### config.mk
export PLATFORM = sky130hd
export DESIGN_NAME = lht_scan
export DESIGN_NICKNAME = d
export VERILOG_FILES = /design/src/lht_pkg.sv /design/src/lht_scan.sv
export SDC_FILE = /design/constraint.sdc
export NUM_CORES = 1
export LEC_CHECK = 0
export ABC_AREA = 1
export BUFFER_PORTS_ARGS = -buffer_cell sky130_fd_sc_hd__buf_2
export CAP_MARGIN = 5
export CORE_MARGIN = 5
export CORE_UTILIZATION = 45
export DETAILED_ROUTE_END_ITERATION = 12
export SYNTH_ARGS = -nofsm -noshare
export SYNTH_HDL_FRONTEND = slang
export SYNTH_SLANG_ARGS = --single-unit
### constraint.sdc
create_clock -name clock -period 7.1 [get_ports clock]
set_input_delay 0.71 -clock clock [delete_from_list [all_inputs] [get_ports clock]]
set_output_delay 0.71 -clock clock [all_outputs]
set_load 0.01 [all_outputs]
### src/lht_pkg.sv
// Shared types and constants for the latency histogram threshold block.
package lht_pkg;

   // Input word kinds carried on req_tuser
   localparam logic [1:0] FUNC_HIT  = 2'd0;
   localparam logic [1:0] FUNC_MISS = 2'd1;
   localparam logic [1:0] FUNC_EVAL = 2'd2;

   // Verdict codes
   localparam logic [1:0] VERDICT_POSSIBLE  = 2'd0;
   localparam logic [1:0] VERDICT_PROBABLY  = 2'd1;
   localparam logic [1:0] VERDICT_MAYBE_NOT = 2'd2;
   localparam logic [1:0] VERDICT_NOT       = 2'd3;

   // Register indexes on the csr port
   localparam logic [1:0] CSR_ONSET_MIN     = 2'd0;
   localparam logic [1:0] CSR_STRONG_MARGIN = 2'd1;
   localparam logic [1:0] CSR_WEAK_MARGIN   = 2'd2;

   // Register reset values
   localparam logic [15:0] ONSET_MIN_RESET     = 16'd3;
   localparam logic [8:0]  STRONG_MARGIN_RESET = 9'd4;
   localparam logic [8:0]  WEAK_MARGIN_RESET   = 9'd2;

   // Width of a bin number on the result word
   localparam int OUT_BIN_WIDTH = 9;

   // Sequencer states
   typedef enum logic [3:0] {
      ST_INIT,
      ST_IDLE,
      ST_DRAIN,
      ST_SCAN1,
      ST_S1END,
      ST_VERD,
      ST_SCAN2,
      ST_S2END,
      ST_CLEAR,
      ST_RESULT
   } state_type;

   // Per-bank access control
   typedef struct packed {
      logic sample;   // increment the bin at addr
      logic clear;    // write zero to the bin at addr
   } bank_ctl_type;

endpackage

### src/lht_scan.sv
// Evaluate sequencer: peak/onset scan, threshold scan, clear sweep, result.
module lht_scan #(
   parameter int BINS        = 512,
   parameter int COUNT_WIDTH = 32,
   localparam int AW         = $clog2(BINS)
) (
   input  logic                   clock,
   input  logic                   reset,
   input  logic                   start,
   input  logic [COUNT_WIDTH-1:0] hit_rd,
   input  logic [COUNT_WIDTH-1:0] miss_rd,
   input  logic [15:0]            onset_min,
   input  logic [8:0]             strong_margin,
   input  logic [8:0]             weak_margin,
   input  logic                   rsp_ready,
   output logic                   idle,
   output logic [AW-1:0]          addr,
   output logic                   clear,
   output logic                   rsp_valid,
   output logic [8:0]             rsp_thr,
   output logic [1:0]             rsp_verdict,
   output logic [8:0]             rsp_peak,
   output logic [8:0]             rsp_onset
);

   localparam int CMPW = (COUNT_WIDTH > 16) ? COUNT_WIDTH : 16;
   localparam int SW   = ((AW > 9) ? AW : 9) + 1;
   localparam int OW   = (AW > lht_pkg::OUT_BIN_WIDTH) ? AW : lht_pkg::OUT_BIN_WIDTH;
   localparam logic [AW-1:0] LAST = AW'(BINS - 1);

   lht_pkg::state_type state_ff, state_in;
   logic [AW-1:0]          a_ff, a_in;
   logic                   v1_ff, v1_in;
   logic                   v2_ff, v2_in;
   logic [AW-1:0]          idx_ff;

   logic [COUNT_WIDTH-1:0] pk_val_ff, pk_val_in;
   logic [AW-1:0]          peak_ff, peak_in;
   logic [AW-1:0]          onset_ff, onset_in;
   logic                   found_ff, found_in;
   logic [COUNT_WIDTH:0]   best_ff, best_in;
   logic                   best_v_ff, best_v_in;
   logic [AW-1:0]          thr_ff, thr_in;
   logic [1:0]             verd_ff, verd_in;

   logic                   rsp_v_ff, rsp_v_in;
   logic                   load;
   logic [8:0]             rsp_thr_ff, rsp_peak_ff, rsp_onset_ff;
   logic [1:0]             rsp_verd_ff;

   logic [COUNT_WIDTH:0]   sum;
   logic [SW-1:0]          onset_x, strong_sum, weak_sum;
   logic [OW-1:0]          thr_x, peak_x, onset_ox;

   // Margin sums, formed without wrap
   always_comb begin
      onset_x    = SW'(onset_ff);
      strong_sum = SW'(peak_ff) + SW'(strong_margin);
      weak_sum   = SW'(peak_ff) + SW'(weak_margin);
      sum        = {1'b0, hit_rd} + {1'b0, miss_rd};
      thr_x      = OW'(thr_ff);
      peak_x     = OW'(peak_ff);
      onset_ox   = OW'(onset_ff);
   end

   // Next state, scan datapath and outputs
   always_comb begin
      state_in  = state_ff;
      a_in      = a_ff;
      v1_in     = 1'b0;
      v2_in     = 1'b0;
      pk_val_in = pk_val_ff;
      peak_in   = peak_ff;
      onset_in  = onset_ff;
      found_in  = found_ff;
      best_in   = best_ff;
      best_v_in = best_v_ff;
      thr_in    = thr_ff;
      verd_in   = verd_ff;
      idle      = 1'b0;
      clear     = 1'b0;
      load      = 1'b0;
      addr      = a_ff;

      // Data returned for a scan-1 read
      if (v1_ff) begin
         if (hit_rd > pk_val_ff) begin
            pk_val_in = hit_rd;
            peak_in   = idx_ff;
         end
         if ((idx_ff != '0) && !found_ff && (CMPW'(miss_rd) > CMPW'(onset_min))) begin
            onset_in = idx_ff;
            found_in = 1'b1;
         end
      end

      // Data returned for a scan-2 read
      if (v2_ff) begin
         if (!best_v_ff || (sum < best_ff)) begin
            best_in   = sum;
            best_v_in = 1'b1;
            thr_in    = idx_ff;
         end
      end

      case (state_ff)
         lht_pkg::ST_INIT: begin
            clear = 1'b1;
            a_in  = a_ff + AW'(1);
            if (a_ff == LAST) begin
               a_in     = '0;
               state_in = lht_pkg::ST_IDLE;
            end
         end
         lht_pkg::ST_IDLE: begin
            idle = 1'b1;
            if (start) begin
               state_in = lht_pkg::ST_DRAIN;
            end
         end
         lht_pkg::ST_DRAIN: begin
            // let the last sample write land before reading
            a_in      = '0;
            pk_val_in = '0;
            peak_in   = '0;
            onset_in  = '0;
            found_in  = 1'b0;
            state_in  = lht_pkg::ST_SCAN1;
         end
         lht_pkg::ST_SCAN1: begin
            v1_in = 1'b1;
            a_in  = a_ff + AW'(1);
            if (a_ff == LAST) begin
               state_in = lht_pkg::ST_S1END;
            end
         end
         lht_pkg::ST_S1END: begin
            state_in = lht_pkg::ST_VERD;
         end
         lht_pkg::ST_VERD: begin
            if (onset_x > strong_sum) begin
               verd_in = lht_pkg::VERDICT_POSSIBLE;
            end else if (onset_x > weak_sum) begin
               verd_in = lht_pkg::VERDICT_PROBABLY;
            end else if (onset_x < weak_sum) begin
               verd_in = lht_pkg::VERDICT_MAYBE_NOT;
            end else begin
               verd_in = lht_pkg::VERDICT_NOT;
            end
            best_v_in = 1'b0;
            thr_in    = '0;
            if (peak_ff < onset_ff) begin
               a_in     = peak_ff;
               state_in = lht_pkg::ST_SCAN2;
            end else begin
               a_in     = '0;
               state_in = lht_pkg::ST_CLEAR;
            end
         end
         lht_pkg::ST_SCAN2: begin
            v2_in = 1'b1;
            a_in  = a_ff + AW'(1);
            if (a_ff == onset_ff - AW'(1)) begin
               state_in = lht_pkg::ST_S2END;
            end
         end
         lht_pkg::ST_S2END: begin
            a_in     = '0;
            state_in = lht_pkg::ST_CLEAR;
         end
         lht_pkg::ST_CLEAR: begin
            clear = 1'b1;
            a_in  = a_ff + AW'(1);
            if (a_ff == LAST) begin
               a_in     = '0;
               state_in = lht_pkg::ST_RESULT;
            end
         end
         lht_pkg::ST_RESULT: begin
            if (!rsp_v_ff || rsp_ready) begin
               load     = 1'b1;
               state_in = lht_pkg::ST_IDLE;
            end
         end
         default: begin
            state_in = lht_pkg::ST_INIT;
            a_in     = '0;
         end
      endcase

      // Output register handshake
      if (load) begin
         rsp_v_in = 1'b1;
      end else if (rsp_ready) begin
         rsp_v_in = 1'b0;
      end else begin
         rsp_v_in = rsp_v_ff;
      end
   end

   // Control registers
   always_ff @(posedge clock) begin
      if (reset) begin
         state_ff  <= lht_pkg::ST_INIT;
         a_ff      <= '0;
         v1_ff     <= 1'b0;
         v2_ff     <= 1'b0;
         found_ff  <= 1'b0;
         best_v_ff <= 1'b0;
         rsp_v_ff  <= 1'b0;
      end else begin
         state_ff  <= state_in;
         a_ff      <= a_in;
         v1_ff     <= v1_in;
         v2_ff     <= v2_in;
         found_ff  <= found_in;
         best_v_ff <= best_v_in;
         rsp_v_ff  <= rsp_v_in;
      end
   end

   // Payload registers
   always_ff @(posedge clock) begin
      idx_ff    <= a_ff;
      pk_val_ff <= pk_val_in;
      peak_ff   <= peak_in;
      onset_ff  <= onset_in;
      best_ff   <= best_in;
      thr_ff    <= thr_in;
      verd_ff   <= verd_in;
      if (load) begin
         rsp_thr_ff   <= thr_x[8:0];
         rsp_verd_ff  <= verd_ff;
         rsp_peak_ff  <= peak_x[8:0];
         rsp_onset_ff <= onset_ox[8:0];
      end
   end

   assign rsp_valid   = rsp_v_ff;
   assign rsp_thr     = rsp_thr_ff;
   assign rsp_verdict = rsp_verd_ff;
   assign rsp_peak    = rsp_peak_ff;
   assign rsp_onset   = rsp_onset_ff;

   // An onset, once found, is never bin zero
   a_onset_nonzero: assert property (@(posedge clock) disable iff (reset)
      found_ff |-> (onset_ff != '0))
      else $error("miss onset recorded at bin zero");

   // Threshold scan stays inside [peak, onset)
   a_scan2_span: assert property (@(posedge clock) disable iff (reset)
      (state_ff == lht_pkg::ST_SCAN2) |-> ((a_ff >= peak_ff) && (a_ff < onset_ff)))
      else $error("threshold scan outside span");

   // A result appears only out of the result state
   a_rsp_source: assert property (@(posedge clock) disable iff (reset)
      (rsp_v_ff && !$past(rsp_v_ff)) |-> ($past(state_ff) == lht_pkg::ST_RESULT))
      else $error("result word raised outside result state");

   // Scans never run during a clear sweep
   a_no_scan_in_clear: assert property (@(posedge clock) disable iff (reset)
      clear |-> !(v1_in || v2_in))
      else $error("scan read issued during clear");

endmodule

==> metrics.cfg <==
[status]
status = finished, final reports clean

[power_and_ir_drop]
p_leak_nw = 6.65
irDropWorstVdd_mv = 0.153
power.density_nw_per_um2 = 214
p_total_mw = 2.77

[global_routing]
grt_pass1_vias = 9935
grt_start_max_net_pins = 52
grt_overflow = 0
grt.total_usage_pct = 21.8
grt_first_pass_wirelength_um = 50300
antenna_found_initial = 0

[clocking]
h-tree-depth = 4
clk_path_buf_depth = 2
clock_latency_ps = 430
clk_pin_slew_worst_paths_ps = 70
holdBufCountCts = 0
cts-root-buf = clkbuf_16
cts_inserted_buffers = 17
clkSinkCount = 150
cts_resized = 0
post_cts_buffers = 0
cts_tree = built

[timing]
layout_setup_ws_ps = 2680
hold_violations = 0
period_share_pct = 62.2
report.final.slew_viol_count = 0
timing.final.crit_period_ps = 4420
slew_headroom_pct = 21.6
setup_tns_ps = 0
fin_skew_ps = 10.4
fmax_ghz = 0.226
rsz0062_at_grt = no
tightestPinTransition_ps = 1170
setup_violations = 0

[worst_setup_path]
path_class = primary input to flip-flop
r2r-start = pk_val_ff[31]
endpoint_kind = flip-flop
arrival_ps = 4460
crit_required_ps = 7140
cp_max_fo = 33
regToRegSetupSlack_ps = 4030
worstSetupStartpointType = primary input
r2r_end = pk_val_ff[10]
rr_worst_depth = 12

[synthesis]
synth_top_area_share_pct = 17.5
synth_top_area_cell = ha_1
synth-edff-count = 64
netlist_area_um2 = 11400
yosys-top-cells-count = nand2_1 (332), inv_1 (227), nor2_1 (165), ha_1 (159), a21oi_1 (146)
synthTopCellsByArea = ha_1 (17%), edfxtp_1 (17%), dfxtp_1 (15%)
post-synth-top-count-cell = nand2_1
ys_ff_latch = 150
yosys_warnings = 0
ys_seq_area_share_pct = 32.0
async_flop_share_pct = 0
syn_inst = 1521
synth_area_per_cell_um2 = 7.49
synth_nets = 1785
ys_types = 47
ys.flop_type = dfxtp_1

[floorplanning]
initial_core_util_pct = 45.5
coreArea_um2 = 25000
ios = 143
die_x_um = 169
dieArea_um2 = 28600
die_h_um = 169
row_count = 58

[routing]
dr.first_iter.drc_count = 571
vias = 10300
ant_nets = 0
viasPerCell = 5.14
drc_errors = 0
drt_pre_antenna_iters = 5
wl_per_cell_um = 15.6
postRouteWirelength_um = 31200

[min_path]
hp-start = verd_ff[1]
hold-path-cell-count = 0
min-delay-path-class = flip-flop to flip-flop
hold_end = rsp_verdict[1]

[place]
io_buffers = 142
hpwlAfterDp_um = 24300
gp_congestion = 0.932
place_ws_ps = 2210

[final_layout]
nets = 1923
multiInputGateArea_um2 = 6680
nFillCells = 2537
drive_gt1_share_pct = 12.6
regArea_um2 = 3640
syn2layout_area_growth_pct = 13.7
antenna_cells = 0

[run]
drv_cap = 0

[layer usage]
layer | global-route usage [%] | vias to the layer above | part of all wire, %
met4 | 6.13 | 0 | 2.2
li1 | - | 5294 | -
met2 | 37.8 | 178 | 49
met3 | 3.04 | 43 | 3.6
met5 | 0 | - | 0
met1 | 28.7 | 4782 | 46
[flip-flops by register name, indices dropped and copies added (netlist names), 2 cells and up]
name	count
best_ff	33
pk_val_ff	32
addr	9
idx_ff	9
onset_ff	9
peak_ff	9
rsp_onset	9
rsp_peak	9
rsp_thr	9
thr_ff	9
state_ff	4
rsp_verdict	2
verd_ff	2
[worst max-delay path, stage by stage]
cell and delay, ps:
buf_2 110, ha_1 230, fa_1 410, nand3_1 100
nand2_1 110, nand2_1 90, nand3_1 130, nand2_1 100
nand2_1 80, nand3_1 80, nand2_1 80, xor2_1 170
ha_1 320, a21oi_1 170, o21ai_0 110, nor2_1 230
nand2_1 90, nand2_1 70, nand3_2 130, a21boi_4 940
[power breakdown]
part | internal, mW | leakage [nW] | total [mW] | switching [mW]
combinational | 0.313 | 5.07 | 0.796 | 0.482
sequential | 0.963 | 1.29 | 1.03 | 0.0682
clock | 0.529 | 0.284 | 0.939 | 0.409
[cell usage in the layout (no fill, tap or decap), types with 2 or more instances in the layout]
master / count
edfxtp_1: 64
nand4_1: 19
a21o_1: 4
inv_8: 3
nor3_1: 9
clkbuf_16: 17
inv_1: 227
nand2_2: 5
nor2_2: 7
nand3b_1: 32
inv_6: 4
inv_2: 7
buf_2: 142
o221ai_1: 2
a21boi_0: 3
xor2_1: 34
o21ai_2: 4
fa_1: 3
dfxtp_1: 86
a21oi_1: 146
buf_4: 4
nand2_1: 331
nor4_1: 6
o211ai_1: 11
o21a_1: 4
nand3_1: 77
ha_1: 159
a31oi_1: 6
a21boi_4: 2
o21bai_1: 10
clkinvlp_4: 3
nor2_4: 2
nor2_1: 164
bufinv_16: 2
xnor2_1: 9
nand3_2: 3
o21ai_0: 45
[cell type report]
| class | instances | share of cell area, % |
|---|---|---|
| inverters | 235 | 6.81 |
| clock inverters | 14 | 1.28 |
| well taps | 330 | 3.19 |
| repair buffers | 146 | 5.72 |
| flip-flops and latches | 150 | 28.1 |
| clock buffers | 18 | 3.31 |
| multi-input cells | 1109 | 51.6 |
[logic make-up (layout without fill, tap and decap cells)]
group | Yosys count | count (layout) | synth area share [%]
AND/OR/NAND/NOR | 661 | 661 | 25.2
adder cells (fa/ha/maj) | 162 | 162 | 18.0
buffers and inverters | 262 | 413 | 9.66
flip-flops | 150 | 150 | 32.0
AO/OA/AOI/OAI | 243 | 243 | 11.9
XOR/XNOR | 43 | 43 | 3.31
[through the flow]
step           area (um^2)  util (%)  hold slack (ps)  instances
5_1_grt              12900      51.7              433       2002
3_3_place_gp         12400      49.3              404       1970
4_1_cts              12900      51.7              421       2002
6_report             12900      51.7              419       2002
2_1_floorplan        11400         -              400       1521
3_5_place_dp         12400      49.3              405       1970
[how the worst max path moves through the flow]
| stage | start | end | slack, ps | cells after the start |
|---|---|---|---|---|
| 2_1_floorplan | hit_rd[0] | best_ff[0] | 1230 | 24 |
| 3_3_place_gp | hit_rd[11] | best_ff[9] | 2230 | 20 |
| 3_5_place_dp | hit_rd[0] | best_ff[9] | 2210 | 20 |
| 4_1_cts | hit_rd[0] | best_ff[23] | 2670 | 20 |
| 5_1_grt | hit_rd[11] | best_ff[18] | 2320 | 20 |
| 6_report | hit_rd[0] | best_ff[18] | 2680 | 20 |
Power figures use the tool's default switching activity.
